**config.mk**
```make
export PLATFORM = sky130hd
export DESIGN_NAME = pulse_width_bus_nibble_receiver
export DESIGN_NICKNAME = d
export VERILOG_FILES = /design/src/pwbnr_pkg.sv /design/src/pwbnr_nibble.sv /design/src/pulse_width_bus_nibble_receiver.sv
export SDC_FILE = /design/constraint.sdc
export NUM_CORES = 1
export LEC_CHECK = 0
export BUFFER_PORTS_ARGS = -buffer_cell sky130_fd_sc_hd__buf_4
export CELL_PAD_IN_SITES_DETAIL_PLACEMENT = 0
export CELL_PAD_IN_SITES_GLOBAL_PLACEMENT = 2
export CORE_MARGIN = 4
export CORE_UTILIZATION = 39
export CTS_CLUSTER_DIAMETER = 40
export DETAILED_ROUTE_END_ITERATION = 7
export HOLD_SLACK_MARGIN = 0.1
export PLACE_DENSITY = 0.95
export SLEW_MARGIN = 20
export SYNTH_ARGS = -nofsm -noshare
export SYNTH_HDL_FRONTEND = slang
export SYNTH_SLANG_ARGS = --single-unit
```
**constraint.sdc**
```tcl
create_clock -name clock -period 8.5 [get_ports clock]
set_clock_uncertainty 0.15 [all_clocks]
set_input_delay 2.55 -clock clock [delete_from_list [all_inputs] [get_ports clock]]
set_output_delay 2.55 -clock clock [all_outputs]
set_load 0.01 [all_outputs]
```
**src/pwbnr_pkg.sv**
```systemverilog
// ----------------------------------------------------------------------------
// pwbnr_pkg
// Shared types and constants for the pulse-width bus nibble receiver.
// ----------------------------------------------------------------------------
package pwbnr_pkg;

   // Capacity of one packet in nibbles, checksum included
   localparam logic [5:0] MAX_NIBBLES = 6'd32;

   // Register reset values
   localparam logic [15:0] SAMPLE_DELAY_RESET = 16'd800;
   localparam logic [15:0] GAP_TIMEOUT_RESET  = 16'd4500;

   // Configuration register indexes
   typedef enum logic [0:0] {
      CSR_SAMPLE_DELAY = 1'b0,
      CSR_GAP_TIMEOUT  = 1'b1
   } csr_index_type;

   // Events of one tick, from the timing logic to the nibble assembler
   typedef struct packed {
      logic sample_hit;
      logic level;
      logic ending;
   } tick_type;

   // One result beat
   typedef struct packed {
      logic [3:0] nibble_value;
      logic       nibble_valid;
      logic       end_of_packet;
      logic       checksum_ok;
      logic [5:0] packet_nibbles;
      logic       overflow;
   } result_type;

endpackage

```
**src/pwbnr_nibble.sv**
```systemverilog
// ----------------------------------------------------------------------------
// pwbnr_nibble
// Bit-to-nibble assembly, packet capacity and checksum tracking.
// ----------------------------------------------------------------------------
module pwbnr_nibble (
   input  logic                 clock,
   input  logic                 reset,
   input  logic                 step,
   input  pwbnr_pkg::tick_type  tick,
   output logic                 result_valid,
   output pwbnr_pkg::result_type result
);

   logic [3:0] bit_shift_ff, bit_shift_in;
   logic [1:0] bit_phase_ff, bit_phase_in;
   logic [5:0] nibble_count_ff, nibble_count_in;
   logic [3:0] xor_accum_ff, xor_accum_in;
   logic [3:0] last_nibble_ff, last_nibble_in;
   logic       overflow_ff, overflow_in;

   logic [3:0] shifted;
   logic [3:0] mid_shift;
   logic [1:0] mid_phase;
   logic       complete;
   logic       cand_valid;
   logic [3:0] cand_nibble;
   logic [3:0] padded;
   logic       kept;
   logic [3:0] xor_next;
   logic [3:0] last_next;
   logic [5:0] count_next;
   logic       ovf_next;
   logic [3:0] xor_plus;

   // Shift in the sampled bit, MSB first
   always_comb begin
      shifted   = {bit_shift_ff[2:0], tick.level};
      complete  = 1'b0;
      mid_shift = bit_shift_ff;
      mid_phase = bit_phase_ff;
      if (tick.sample_hit) begin
         if (bit_phase_ff == 2'd3) begin
            complete  = 1'b1;
            mid_shift = 4'd0;
            mid_phase = 2'd0;
         end else begin
            mid_shift = shifted;
            mid_phase = bit_phase_ff + 2'd1;
         end
      end
   end

   // Pad a partial nibble with zeros at the end of a packet
   always_comb begin
      case (mid_phase)
         2'd1:    padded = {mid_shift[0], 3'b000};
         2'd2:    padded = {mid_shift[1:0], 2'b00};
         2'd3:    padded = {mid_shift[2:0], 1'b0};
         default: padded = mid_shift;
      endcase
   end

   // Pick the nibble candidate of this tick, at most one
   always_comb begin
      cand_valid  = complete || (tick.ending && (mid_phase != 2'd0));
      cand_nibble = complete ? shifted : padded;
   end

   // Keep the candidate if capacity allows, else flag overflow
   always_comb begin
      kept       = 1'b0;
      xor_next   = xor_accum_ff;
      last_next  = last_nibble_ff;
      count_next = nibble_count_ff;
      ovf_next   = overflow_ff;
      if (cand_valid) begin
         if (nibble_count_ff >= pwbnr_pkg::MAX_NIBBLES) begin
            ovf_next = 1'b1;
         end else begin
            kept = 1'b1;
            if (nibble_count_ff != 6'd0) begin
               xor_next = xor_accum_ff ^ last_nibble_ff;
            end
            last_next  = cand_nibble;
            count_next = nibble_count_ff + 6'd1;
         end
      end
      xor_plus = xor_next + 4'd1;
   end

   // Build the result beat
   always_comb begin
      result       = '0;
      result_valid = tick.ending || kept;
      if (kept) begin
         result.nibble_value = cand_nibble;
         result.nibble_valid = 1'b1;
      end
      if (tick.ending) begin
         result.end_of_packet  = 1'b1;
         result.checksum_ok    = (count_next >= 6'd2) && (xor_plus == last_next);
         result.packet_nibbles = count_next;
         result.overflow       = ovf_next;
      end
   end

   // Advance packet state; clear it when the packet ends
   always_comb begin
      if (tick.ending) begin
         bit_shift_in    = 4'd0;
         bit_phase_in    = 2'd0;
         nibble_count_in = 6'd0;
         xor_accum_in    = 4'd0;
         last_nibble_in  = 4'd0;
         overflow_in     = 1'b0;
      end else begin
         bit_shift_in    = mid_shift;
         bit_phase_in    = mid_phase;
         nibble_count_in = count_next;
         xor_accum_in    = xor_next;
         last_nibble_in  = last_next;
         overflow_in     = ovf_next;
      end
   end

   always_ff @(posedge clock) begin
      if (reset) begin
         bit_shift_ff    <= 4'd0;
         bit_phase_ff    <= 2'd0;
         nibble_count_ff <= 6'd0;
         xor_accum_ff    <= 4'd0;
         last_nibble_ff  <= 4'd0;
         overflow_ff     <= 1'b0;
      end else if (step) begin
         bit_shift_ff    <= bit_shift_in;
         bit_phase_ff    <= bit_phase_in;
         nibble_count_ff <= nibble_count_in;
         xor_accum_ff    <= xor_accum_in;
         last_nibble_ff  <= last_nibble_in;
         overflow_ff     <= overflow_in;
      end
   end

   // Kept nibble count never passes capacity
   a_count_cap: assert property (@(posedge clock) disable iff (reset)
      nibble_count_ff <= pwbnr_pkg::MAX_NIBBLES)
      else $error("nibble count above capacity");

   // Partial bits are only held while the packet state is live
   a_phase_cleared: assert property (@(posedge clock) disable iff (reset)
      step && tick.ending |=> bit_phase_ff == 2'd0 && nibble_count_ff == 6'd0)
      else $error("packet state not cleared at end");

   // Overflow can only be flagged with a full packet
   a_ovf_full: assert property (@(posedge clock) disable iff (reset)
      overflow_ff |-> nibble_count_ff == pwbnr_pkg::MAX_NIBBLES)
      else $error("overflow without full packet");

endmodule

```
**src/pulse_width_bus_nibble_receiver.sv**
```systemverilog
// ----------------------------------------------------------------------------
// pulse_width_bus_nibble_receiver
// Each accepted beat is one tick of the bus line. A rising edge (while the own
// transmitter is off) restarts the idle-gap timer and, if no sample is
// pending, arms a sample timer of sample_delay ticks; at its expiry the line
// level is shifted in MSB first and every fourth bit yields a nibble beat.
// When gap_timeout ticks pass without an edge, an end beat reports any padded
// partial nibble, the nibble count, overflow and the checksum verdict. One
// tick is taken every clock cycle unless the output stalls. A tick is held in
// the input register and its result is loaded into the result register, from
// which the beat is offered; the whole state update is done in the single
// stage between the two registers. While a result beat waits on rsp_ready,
// the input stalls. Ticks that cause no result produce no output beat.
// Configuration writes take effect at the next arming.
// ----------------------------------------------------------------------------
module pulse_width_bus_nibble_receiver (
   input  logic        clock,
   input  logic        reset,
   // tick channel
   input  logic        req_valid,
   output logic        req_ready,
   input  logic        req_line_level,
   input  logic        req_transmit_active,
   // result channel
   output logic        rsp_valid,
   input  logic        rsp_ready,
   output logic [3:0]  rsp_nibble_value,
   output logic        rsp_nibble_valid,
   output logic        rsp_end_of_packet,
   output logic        rsp_checksum_ok,
   output logic [5:0]  rsp_packet_nibbles,
   output logic        rsp_overflow,
   // configuration
   input  logic        csr_write_enable,
   input  logic [0:0]  csr_index,
   input  logic [15:0] csr_write_data
);

   logic        in_valid_ff, in_valid_in;
   logic        in_level_ff;
   logic        in_tx_ff;
   logic [15:0] sample_delay_ff;
   logic [15:0] gap_timeout_ff;
   logic        prev_level_ff;
   logic [15:0] sample_cnt_ff, sample_cnt_in;
   logic [15:0] gap_cnt_ff, gap_cnt_in;
   logic        rsp_valid_ff, rsp_valid_in;
   pwbnr_pkg::result_type rsp_ff;

   logic                  advance;
   logic                  accept;
   logic [15:0]           sample_dec;
   logic [15:0]           gap_dec;
   logic                  rise;
   logic [15:0]           sample_load;
   logic [15:0]           gap_load;
   pwbnr_pkg::tick_type   tick;
   logic                  res_valid;
   pwbnr_pkg::result_type res;

   // Handshake: process the held tick when the result register can take a beat
   assign advance   = in_valid_ff && (!rsp_valid_ff || rsp_ready);
   assign req_ready = !in_valid_ff || advance;
   assign accept    = req_valid && req_ready;

   always_comb begin
      if (accept) begin
         in_valid_in = 1'b1;
      end else if (advance) begin
         in_valid_in = 1'b0;
      end else begin
         in_valid_in = in_valid_ff;
      end
   end

   always_ff @(posedge clock) begin
      if (reset) begin
         in_valid_ff <= 1'b0;
      end else begin
         in_valid_ff <= in_valid_in;
      end
   end

   always_ff @(posedge clock) begin
      if (accept) begin
         in_level_ff <= req_line_level;
         in_tx_ff    <= req_transmit_active;
      end
   end

   // Configuration registers
   always_ff @(posedge clock) begin
      if (reset) begin
         sample_delay_ff <= pwbnr_pkg::SAMPLE_DELAY_RESET;
         gap_timeout_ff  <= pwbnr_pkg::GAP_TIMEOUT_RESET;
      end else if (csr_write_enable) begin
         case (csr_index)
            pwbnr_pkg::CSR_SAMPLE_DELAY: sample_delay_ff <= csr_write_data;
            pwbnr_pkg::CSR_GAP_TIMEOUT:  gap_timeout_ff  <= csr_write_data;
            default: ;
         endcase
      end
   end

   // Step both countdowns, then rearm on a rising edge
   always_comb begin
      sample_dec  = (sample_cnt_ff != 16'd0) ? sample_cnt_ff - 16'd1 : 16'd0;
      gap_dec     = (gap_cnt_ff != 16'd0) ? gap_cnt_ff - 16'd1 : 16'd0;
      rise        = in_level_ff && !prev_level_ff && !in_tx_ff;
      sample_load = (sample_delay_ff != 16'd0) ? sample_delay_ff : 16'd1;
      gap_load    = (gap_timeout_ff != 16'd0) ? gap_timeout_ff : 16'd1;

      tick.sample_hit = (sample_cnt_ff == 16'd1);
      tick.level      = in_level_ff;
      tick.ending     = (gap_cnt_ff == 16'd1);

      sample_cnt_in = (rise && sample_dec == 16'd0) ? sample_load : sample_dec;
      gap_cnt_in    = rise ? gap_load : gap_dec;
   end

   always_ff @(posedge clock) begin
      if (reset) begin
         prev_level_ff <= 1'b0;
         sample_cnt_ff <= 16'd0;
         gap_cnt_ff    <= 16'd0;
      end else if (advance) begin
         prev_level_ff <= in_level_ff;
         sample_cnt_ff <= sample_cnt_in;
         gap_cnt_ff    <= gap_cnt_in;
      end
   end

   pwbnr_nibble u_nibble (
      .clock        (clock),
      .reset        (reset),
      .step         (advance),
      .tick         (tick),
      .result_valid (res_valid),
      .result       (res)
   );

   // Result register
   always_comb begin
      if (advance) begin
         rsp_valid_in = res_valid;
      end else if (rsp_ready) begin
         rsp_valid_in = 1'b0;
      end else begin
         rsp_valid_in = rsp_valid_ff;
      end
   end

   always_ff @(posedge clock) begin
      if (reset) begin
         rsp_valid_ff <= 1'b0;
      end else begin
         rsp_valid_ff <= rsp_valid_in;
      end
   end

   always_ff @(posedge clock) begin
      if (advance && res_valid) begin
         rsp_ff <= res;
      end
   end

   assign rsp_valid          = rsp_valid_ff;
   assign rsp_nibble_value   = rsp_ff.nibble_value;
   assign rsp_nibble_valid   = rsp_ff.nibble_valid;
   assign rsp_end_of_packet  = rsp_ff.end_of_packet;
   assign rsp_checksum_ok    = rsp_ff.checksum_ok;
   assign rsp_packet_nibbles = rsp_ff.packet_nibbles;
   assign rsp_overflow       = rsp_ff.overflow;

   // A beat that is not an end beat always carries a nibble
   a_mid_has_nibble: assert property (@(posedge clock) disable iff (reset)
      rsp_valid_ff && !rsp_ff.end_of_packet |-> rsp_ff.nibble_valid)
      else $error("non-end beat without nibble");

   // End-only fields stay zero on nibble beats
   a_mid_fields_zero: assert property (@(posedge clock) disable iff (reset)
      rsp_valid_ff && !rsp_ff.end_of_packet |->
         !rsp_ff.checksum_ok && !rsp_ff.overflow && rsp_ff.packet_nibbles == 6'd0)
      else $error("end fields set on nibble beat");

   // Checksum can only pass with at least two nibbles
   a_ok_needs_two: assert property (@(posedge clock) disable iff (reset)
      rsp_valid_ff && rsp_ff.checksum_ok |-> rsp_ff.packet_nibbles >= 6'd2)
      else $error("checksum ok on short packet");

   // A result beat can only be loaded by a processed tick
   a_load_from_tick: assert property (@(posedge clock) disable iff (reset)
      !rsp_valid_ff ##1 rsp_valid_ff |-> $past(advance))
      else $error("result beat without processed tick");

endmodule
```
; ---- Word-level counts from Yosys, hierarchy flattened
; Cells that the tools add are included.
[word_totals]
ff_bits = 104
latchBits = 0
mem_bits_rw = 0
mem_bits_ro = 0
input_bits = 24
out_inout_bits = 16
elab_cells = 101
memories = 0
[classes]
n_addsub = 5
multipliers = 0
n_div = 0
magnitude_cmp = 2
n_eq_ne = 7
shift = 0
n_mux = 37
bitwise = 2
reduce_logical = 27
[op_table]
columns = cell, count
row1 = 16-bit two-way mux, 6
row2 = 16-bit nonzero test, 4
row3 = 4-bit two-way mux, 11
row4 = 16-bit by 1-bit equality test with 1-bit output (second input constant), 2
row5 = 16-bit by 1-bit subtractor with 16-bit output (second input constant), 2
row6 = 6-bit two-way mux, 3
row7 = 16-bit logical NOT, 1
row8 = 1-bit two-way mux, 12
row9 = 4-bit case mux with 3 select lines, 1
row10 = 9-bit two-way mux, 1
row11 = 1-bit logical AND, 8
row12 = 6-bit by 1-bit adder with 6-bit output (second input constant), 1
row13 = 2-bit equality test (second input constant), 3
row14 = 6-bit by 2-bit greater-or-equal comparator with 1-bit output (second input constant), 1
row15 = 6-bit greater-or-equal comparator (second input constant), 1
row16 = 2-bit two-way mux, 3
row17 = 2-bit nonzero test, 3
row18 = 6-bit nonzero test, 1
row19 = 4-bit by 1-bit adder with 4-bit output (second input constant), 1
row20 = 4-bit equality test, 1
row21 = 1-bit logical NOT, 4
row22 = 1-bit logical OR, 4
row23 = 2-bit AND reduction, 2
row24 = 4-bit bitwise XOR, 1
row25 = other kinds (3), 3

; ---- Depth between registers and ports, before layout
; Gate-level depths: netlist of the first run.
[depth]
ltp_word = 11
mapped_depth = 14
ltp_nobuf = 13

; ---- Hierarchy
; Synthesis of the first run repeated with hierarchy kept, for this count alone.
[hier_totals]
cells_unflattened = 714
hier_area_um2 = 5680.4
[by_module_without_submodules]
columns = mod, instances, cells_per_inst, area_each_um2, seq_area_each_um2
row1 = pulse_width_bus_nibble_receiver, 1, 490, 3965.1, 1821.7
row2 = pwbnr_nibble, 1, 224, 1715.4, 420.4

; ---- Least setup slack after synthesis of the first run
; Ideal clock, no wire load.
[synth_timing]
path_type = in2out
start = input rsp_ready
end = output req_ready
arrival_ps = 2779
required_ps = 5800
setup_slack_ps = 3021
stages = 2
path_buffers = 0
cell_sequence = nor2b_1 nand2_1
[synth_via]
elab_chain_cells = 3
[synth_lines]
columns = item, line_no
row1 = "start, declared", pulse_width_bus_nibble_receiver.sv:26  ; input logic rsp_ready,
row2 = 1-bit logical OR, pulse_width_bus_nibble_receiver.sv:62  ; assign advance = in_valid_ff && (!rsp_valid_ff || rsp_ready);
row3 = 1-bit logical AND, pulse_width_bus_nibble_receiver.sv:62
row4 = 1-bit logical OR, pulse_width_bus_nibble_receiver.sv:63  ; assign req_ready = !in_valid_ff || advance;
row5 = "end, declared", pulse_width_bus_nibble_receiver.sv:21  ; output logic req_ready,
; No other way between the ends.

; ---- Worst setup path after layout of the first run
; Ends and elaborated chain as after synthesis.

==> run summary, run 1 <==
Leakage -> 2.302 nW
# port buffers -> 39
ANT cells -> 0
Postcts setup bufs -> 0
Clock transition at path regs -> 70 ps
Commonest cells post-synth -> nand2_1, dfxtp_1, a21oi_1, nor2_1, clkbuf_1
Crit path max fanout -> 2
Total power -> 1.190 mW
Worst hold path class -> reg2reg
Most common flop cell mapped by yosys -> dfxtp_1
Slew Limit Fails -> 0
Vias per inst -> 5.798
DRC violations left -> 0
H-tree depth -> 3
Worst-Margin Slew -> 1014 ps
Crit path cell chain -> buf_4 > nor2b_1 > nand2_1 > buf_4
EDFF count, synth -> 16
Cell Rows -> 44
Flop2flop setup slack -> 4440 ps
RSZ-0062 raised after global routing -> false
CTS Buf Count -> 9
Post_cts resized -> 0
Area of all placed cells without fillers -> 6360 sq um
Drt initial violations -> 367
Worst r2r path cells -> 13
CP arrival -> 3030 ps
Crit-path slowest cell -> buf_4
Top cell type's share of synthesized area -> 0.3058
Via count -> 5317
DP Area -> 6071 sq um
Maximum VDD drop -> 91.05 uV
Syn Nets -> 759
Total die area -> 16780 sq um
TritonCTS Sinks -> 104
Antenna Nets Post-Route -> 0
Post-synthesis cell count -> 725
Worst-skew pair later-pin latency -> 360 ps
Gr ovfl total -> 0
Startpoint Class -> primary input
Worst path max stage delay -> 150 ps
Clock Root Buffer -> clkbuf_16
Final worst path period need -> 5732 ps
Nets -> 762
FF+latch count, synth -> 104
Routed WL -> 15420 microns
CP Class -> in2out
Max_cap viols -> 0
Vias in the first global route -> 4928
Avg Inst Size Synth -> 7.947 sq um
Yosys cell types -> 72
Setup WS pre-CTS -> 2776 ps
Effective utilization at floorplan -> 0.3979
R2R Path Start -> sample_cnt_ff[1]
Register area share after synthesis -> 0.3891
Share of layout cells above drive strength 1 -> 0.1187
Clock Path Buffers -> 2
Drt first pass iters -> 5
Worst hold start -> prev_level_ff
Chip Height -> 129.5 microns
Cell Pwr Density -> 187.1 nW/um^2
Top Ports -> 40
Fin Setup TNS -> 0 ps
Achievable frequency -> 0.1744 GHz
Cell taking the most area after synthesis -> dfxtp_1
Die W -> 129.5 microns
Total track usage -> 0.1860
Top post-synthesis cells by area -> dfxtp_1, nand2_1, edfxtp_1
Hold depth -> 2
WHS Endpoint -> prev_level_ff
Worst Setup Slack, final -> 2768 ps
Number of setup violations in the final report -> 0
Avg WL per Cell -> 16.82 microns
CTS Hold Buffers Added -> 0
Final Core Density -> 0.4393
Pin count of the biggest net entering global routing -> 90
Synth Warn # -> 0
Fin crit share -> 0.6744
Count leader, synth -> nand2_1
WP data required -> 5800 ps
Cell area after synthesis -> 5762 sq um
DP HPWL -> 10700 microns
Outcome -> completed
Slew headroom -> 0.3227
Post-synth ARST share -> 0
Worst reg2reg endpoint -> rsp_checksum_ok
Final hold viol count -> 0
CTS tree -> yes
Top cell by count, worst path -> buf_4
Area added between synthesis and finish -> 10.38%
Initial antenna violation count -> 0
Core area -> 14480 sq um
Final Wtd Congestion -> 0.8710
Crit end category -> output pin
First-pass GRT wire length -> 25120 microns
==> report_power, final <==
group / internal [mW] / leakage [nW] / switching (mW)
registers: 0.521 / 0.864 / 0.0286
logic: 0.0886 / 1.29 / 0.141
clock network: 0.211 / 0.143 / 0.200
==> critical path: cells and delay by family <==
| family | cells | cell delay, ps |
|---|---|---|
| buffers and inverters | 2 | 260 |
| and+or+nand+nor | 2 | 230 |
==> state kept, by name, summed over array words and instances (netlist names), 4 cells and up <==
register / count
gap_timeout_ff: 16
u_nibble.nibble_count_ff: 6
sample_delay_ff: 16
rsp_nibble_value: 4
gap_cnt_ff: 16
u_nibble.xor_accum_ff: 4
u_nibble.bit_shift_ff: 4
rsp_packet_nibbles: 6
sample_cnt_ff: 16
u_nibble.last_nibble_ff: 4
==> logic make-up after synthesis <==
group / Yosys count / share of synthesized area
buf+inv: 67 / 0.05277
mux: 10 / 0.02085
xor+xnor: 21 / 0.03192
simple gates: 328 / 0.2821
flops: 104 / 0.3891
fa+ha+maj: 10 / 0.02172
compound gates: 185 / 0.2015
==> cell usage in the layout (no fill, tap or decap), types with 8 or more instances in the layout <==
cell type and instances:
and2_1 10, dfxtp_1 88, nor2_1 63, xnor2_1 9
or3_1 10, nor4_1 13, nand3b_1 10, nand3_1 11
o21ai_0 40, a221oi_1 9, clkbuf_16 9, a22oi_1 8
nand2_1 131, inv_1 16, edfxtp_1 16, a211oi_1 10
nor3_1 31, a21oi_1 80, ha_1 10, buf_4 43
xor2_1 12
==> how the worst max path moves through the flow <==
| stage | start | end | slack, ps | cells after the start |
|---|---|---|---|---|
| floorplan | rsp_ready | req_ready | 3020 | 2 |
| global placement | rsp_ready | req_ready | 2780 | 4 |
| detailed placement | rsp_ready | req_ready | 2780 | 4 |
| CTS | rsp_ready | req_ready | 2770 | 4 |
| global route | rsp_ready | req_ready | 2710 | 4 |
| finish | rsp_ready | req_ready | 2770 | 4 |
==> stage by stage <==
stage	hold WS, ps	instances
2_1_floorplan	278.9	725
3_3_place_gp	287.3	901
3_5_place_dp	300.7	901
4_1_cts	310.3	917
5_1_grt	337.6	917
6_report	311.2	917
==> metal layers <==
metal  part of all wire  track usage  vias to the layer above
met2               0.47       0.3052                      140
met4              0.016      0.06663                        0
li1                   -            -                     2592
met1               0.46       0.2486                     2562
met5                  0            0                        -
met3              0.045      0.03009                       23
==> final cells by class <==
cell class | instances | area, sq um
Fill cell | 1509 | 8119
Multi-Input combinational cell | 554 | 3216
Sequential cell | 104 | 2242
Timing Repair Buffer | 43 | 322.8
Clock buffer | 10 | 239.0
Tap cell | 184 | 230.2
Inverter | 16 | 60.06
Clock inverter | 6 | 50.05
No activity file was read; power rests on OpenSTA's default activity.
==> run 2, diff against run 1 <==
- ABC_AREA: unset -> 1
- CORE_UTILIZATION: 39 -> 35
- PLACE_DENSITY: 0.95 -> 0.91
- clock period: 8.5 -> 5.9 ns (I/O delays scaled with it)
==> run 2 against run 1 <==
  * Hold slack better by 6.0 ps
  * Combinational power up 99%
  * Non-clock buffer count up 3
  * First-iteration DRC count up 1.9%
  * Setup slack worse by 1000 ps
  * Global-route usage down 2.2 points
  * Cell count up 17%
  * Area after synthesis up 0.52%
  * Sequential share of layout area down 0.93 points
  * Die area up 11%
  * Count of clock-buffer cells in the layout unchanged
  * Largest power group unchanged
  * Highest routed layer unchanged
==> run summary, run 2 <==
Outcome -> completed
Placed Cells -> 1057 (+17%)
Startpoint Class -> primary input
Worst hold start -> u_nibble.bit_shift_ff[2]
CP Class -> in2out
Worst path max stage delay -> 170 ps (+20 ps)
Total die area -> 18670 sq um (+11%)
Worst hold path class -> reg2reg
Register area share after synthesis -> 0.3871 (-0.002018)
Max_cap viols -> 0 (unchanged)
Drt first pass iters -> 5 (unchanged)
Gr ovfl total -> 0 (unchanged)
Fin crit share -> 0.7002
WP data required -> 3980 ps (-1820 ps)
Post-synth ARST share -> 0 (unchanged)
Crit path cell chain -> buf_4 > inv_1 > nand3_1 > buf_4
Antenna Nets Post-Route -> 0 (unchanged)
Most frequent cells in the layout -> nand2_1, inv_1, dfxtp_1
R2R Path Start -> u_nibble.nibble_count_ff[5]
Commonest non-fill, non-tap cell in the layout -> nand2_1
Pin count of the biggest net entering global routing -> 46 (-49%)
Clock Path Buffers -> 2 (unchanged)
Setup WS pre-CTS -> 1768 ps (-1008 ps)
Final worst path period need -> 4131 ps
Top Ports -> 40 (unchanged)
First-pass GRT wire length -> 24700 microns (-1.7%)
Yosys cell types -> 42 (-42%)
DP HPWL -> 10330 microns (-3.5%)
Core area -> 16060 sq um (+11%)
Final Core Density -> 0.4067 (-0.03252)
EDFF count, synth -> 16 (unchanged)
Final hold viol count -> 0 (unchanged)
Number of setup violations in the final report -> 0 (unchanged)
Maximum VDD drop -> 166.1 uV (+82%)
Via count -> 5245 (-1.4%)
Area added between synthesis and finish -> 12.77%
Slew Limit Fails -> 0 (unchanged)
DRC violations left -> 0 (unchanged)
Vias in the first global route -> 5043 (+2.3%)
Post-synthesis cell count -> 830 (+14%)
Cell area after synthesis -> 5792 sq um (+0.52%)
RSZ-0062 raised after global routing -> false
TritonCTS Sinks -> 104 (unchanged)
Non-filler instance count after layout -> 1073 (+17%)
Leakage -> 2.837 nW (+23%)
Most common flop cell mapped by yosys -> dfxtp_1
Drt initial violations -> 374 (+1.9%)
Synth Warn # -> 0 (unchanged)
Worst Setup Slack, final -> 1769 ps (-998.7 ps)
Final Wtd Congestion -> 0.7847 (-9.9%)
Top post-synthesis cells by area -> dfxtp_1, nand2_1, edfxtp_1
Share of layout cells above drive strength 1 -> 0.1155 (-0.003171)
Achievable frequency -> 0.2421 GHz
# port buffers -> 39 (unchanged)
Crit end category -> output pin
CTS Hold Buffers Added -> 0 (unchanged)
Crit. Startpoint -> rsp_ready
Worst-skew pair later-pin latency -> 360 ps (about the same)
Nets -> 886 (+16%)
Total track usage -> 0.1636 (-0.02235)
Cell Rows -> 46 (+4.5%)
Top cell type's share of synthesized area -> 0.3042 (-0.001585)
Vias per inst -> 4.888 (-16%)
Effective utilization at floorplan -> 0.3607 (-0.03726)
Avg WL per Cell -> 13.47 microns (-20%)
FF+latch count, synth -> 104 (unchanged)
Clock transition at path regs -> 70 ps (about the same)
Clock Root Buffer -> clkbuf_16
Slew headroom -> 0.4373 (+0.1146)
H-tree depth -> 3 (unchanged)
Syn Nets -> 864 (+14%)
Chip Height -> 136.6 microns (+5.5%)
Routed WL -> 14450 microns (-6.3%)
Postcts setup bufs -> 0 (unchanged)
Worst-Margin Slew -> 840.9 ps (-173.0 ps)
Fin Setup TNS -> 0 ps (unchanged)
Initial antenna violation count -> 0 (unchanged)
ANT cells -> 0 (unchanged)
Top cell by count, worst path -> buf_4
Avg Inst Size Synth -> 6.978 sq um (-12%)
Die W -> 136.6 microns (+5.5%)
Commonest cells post-synth -> nand2_1, inv_1, dfxtp_1, a21oi_1, o21ai_0
CP arrival -> 2210 ps (-820 ps)
Crit path max fanout -> 3 (+1)
Total power -> 1.824 mW (+53%)
Cell Pwr Density -> 279.3 nW/um^2 (+49%)
Count leader, synth -> nand2_1
CTS Buf Count -> 9 (unchanged)
Crit-path slowest cell -> buf_4
Post_cts resized -> 0 (unchanged)
Cell taking the most area after synthesis -> dfxtp_1
CTS tree -> yes
-- run 2: cell count changes in the layout (fill, tap and decap cells not counted), sizes merged, moves of 16 or more --
cell | previous run | this run
nor2 | 64 | 80
nor3 | 32 | 9
nand3 | 12 | 54
inv | 19 | 107
o21ai | 41 | 76
nand2 | 134 | 204
-- run 2: path summary, 6_finish.rpt --
check | cells after the start | endpoint | slack (ps)
worst min register to register | 2 | u_nibble.bit_shift_ff[2] | 320
worst min-delay path | 2 | u_nibble.bit_shift_ff[2] | 320
worst max register to register | 14 | rsp_checksum_ok | 3030
worst max-delay path | 4 | req_ready | 1770
-- run 2: area by class of cell --
type | count | area (sq um)
Fill cell | 1741 | 9527
Multi-Input combinational cell | 585 | 2994
Sequential cell | 104 | 2242
Inverter | 106 | 397.9
Timing Repair Buffer | 46 | 345.3
Tap cell | 216 | 270.3
Clock buffer | 10 | 229.0
Clock inverter | 6 | 52.55
-- run 2: per-layer routing --
metal / global-route usage / up-vias / part of all wire
met4: 0.03975 / 0 / 0.011
li1: - / 2784 / -
met1: 0.2244 / 2367 / 0.50
met3: 0.03419 / 12 / 0.036
met2: 0.2637 / 82 / 0.45
met5: 0 / - / 0
-- run 2: logic make-up after synthesis --
kind of cell,synth area share
simple gates,0.2996
compound gates,0.1791
buf+inv,0.09591
flops,0.3871
xor+xnor,0.01663
fa+ha+maj,0.02160
-- run 2: stage by stage --
stage | cell area, sq um | hold slack (ps)
floorplan | 5792 | 291.2
global placement | 6250 | 305.3
detailed placement | 6250 | 308.0
CTS | 6531 | 319.2
global route | 6531 | 338.3
finish | 6531 | 317.1
-- run 2: where the power goes --
group | switching (mW) | total [mW] | internal (mW)
sequential | 0.0358 | 0.792 | 0.757
combinational | 0.296 | 0.455 | 0.159
clock | 0.284 | 0.577 | 0.293
total | 0.616 | 1.82 | 1.21
-- run 2: worst max-delay path: cells and delay by family --
kind | cells | cell delay, ps
buffers and inverters | 3 | 330
and+or+nand+nor | 1 | 110
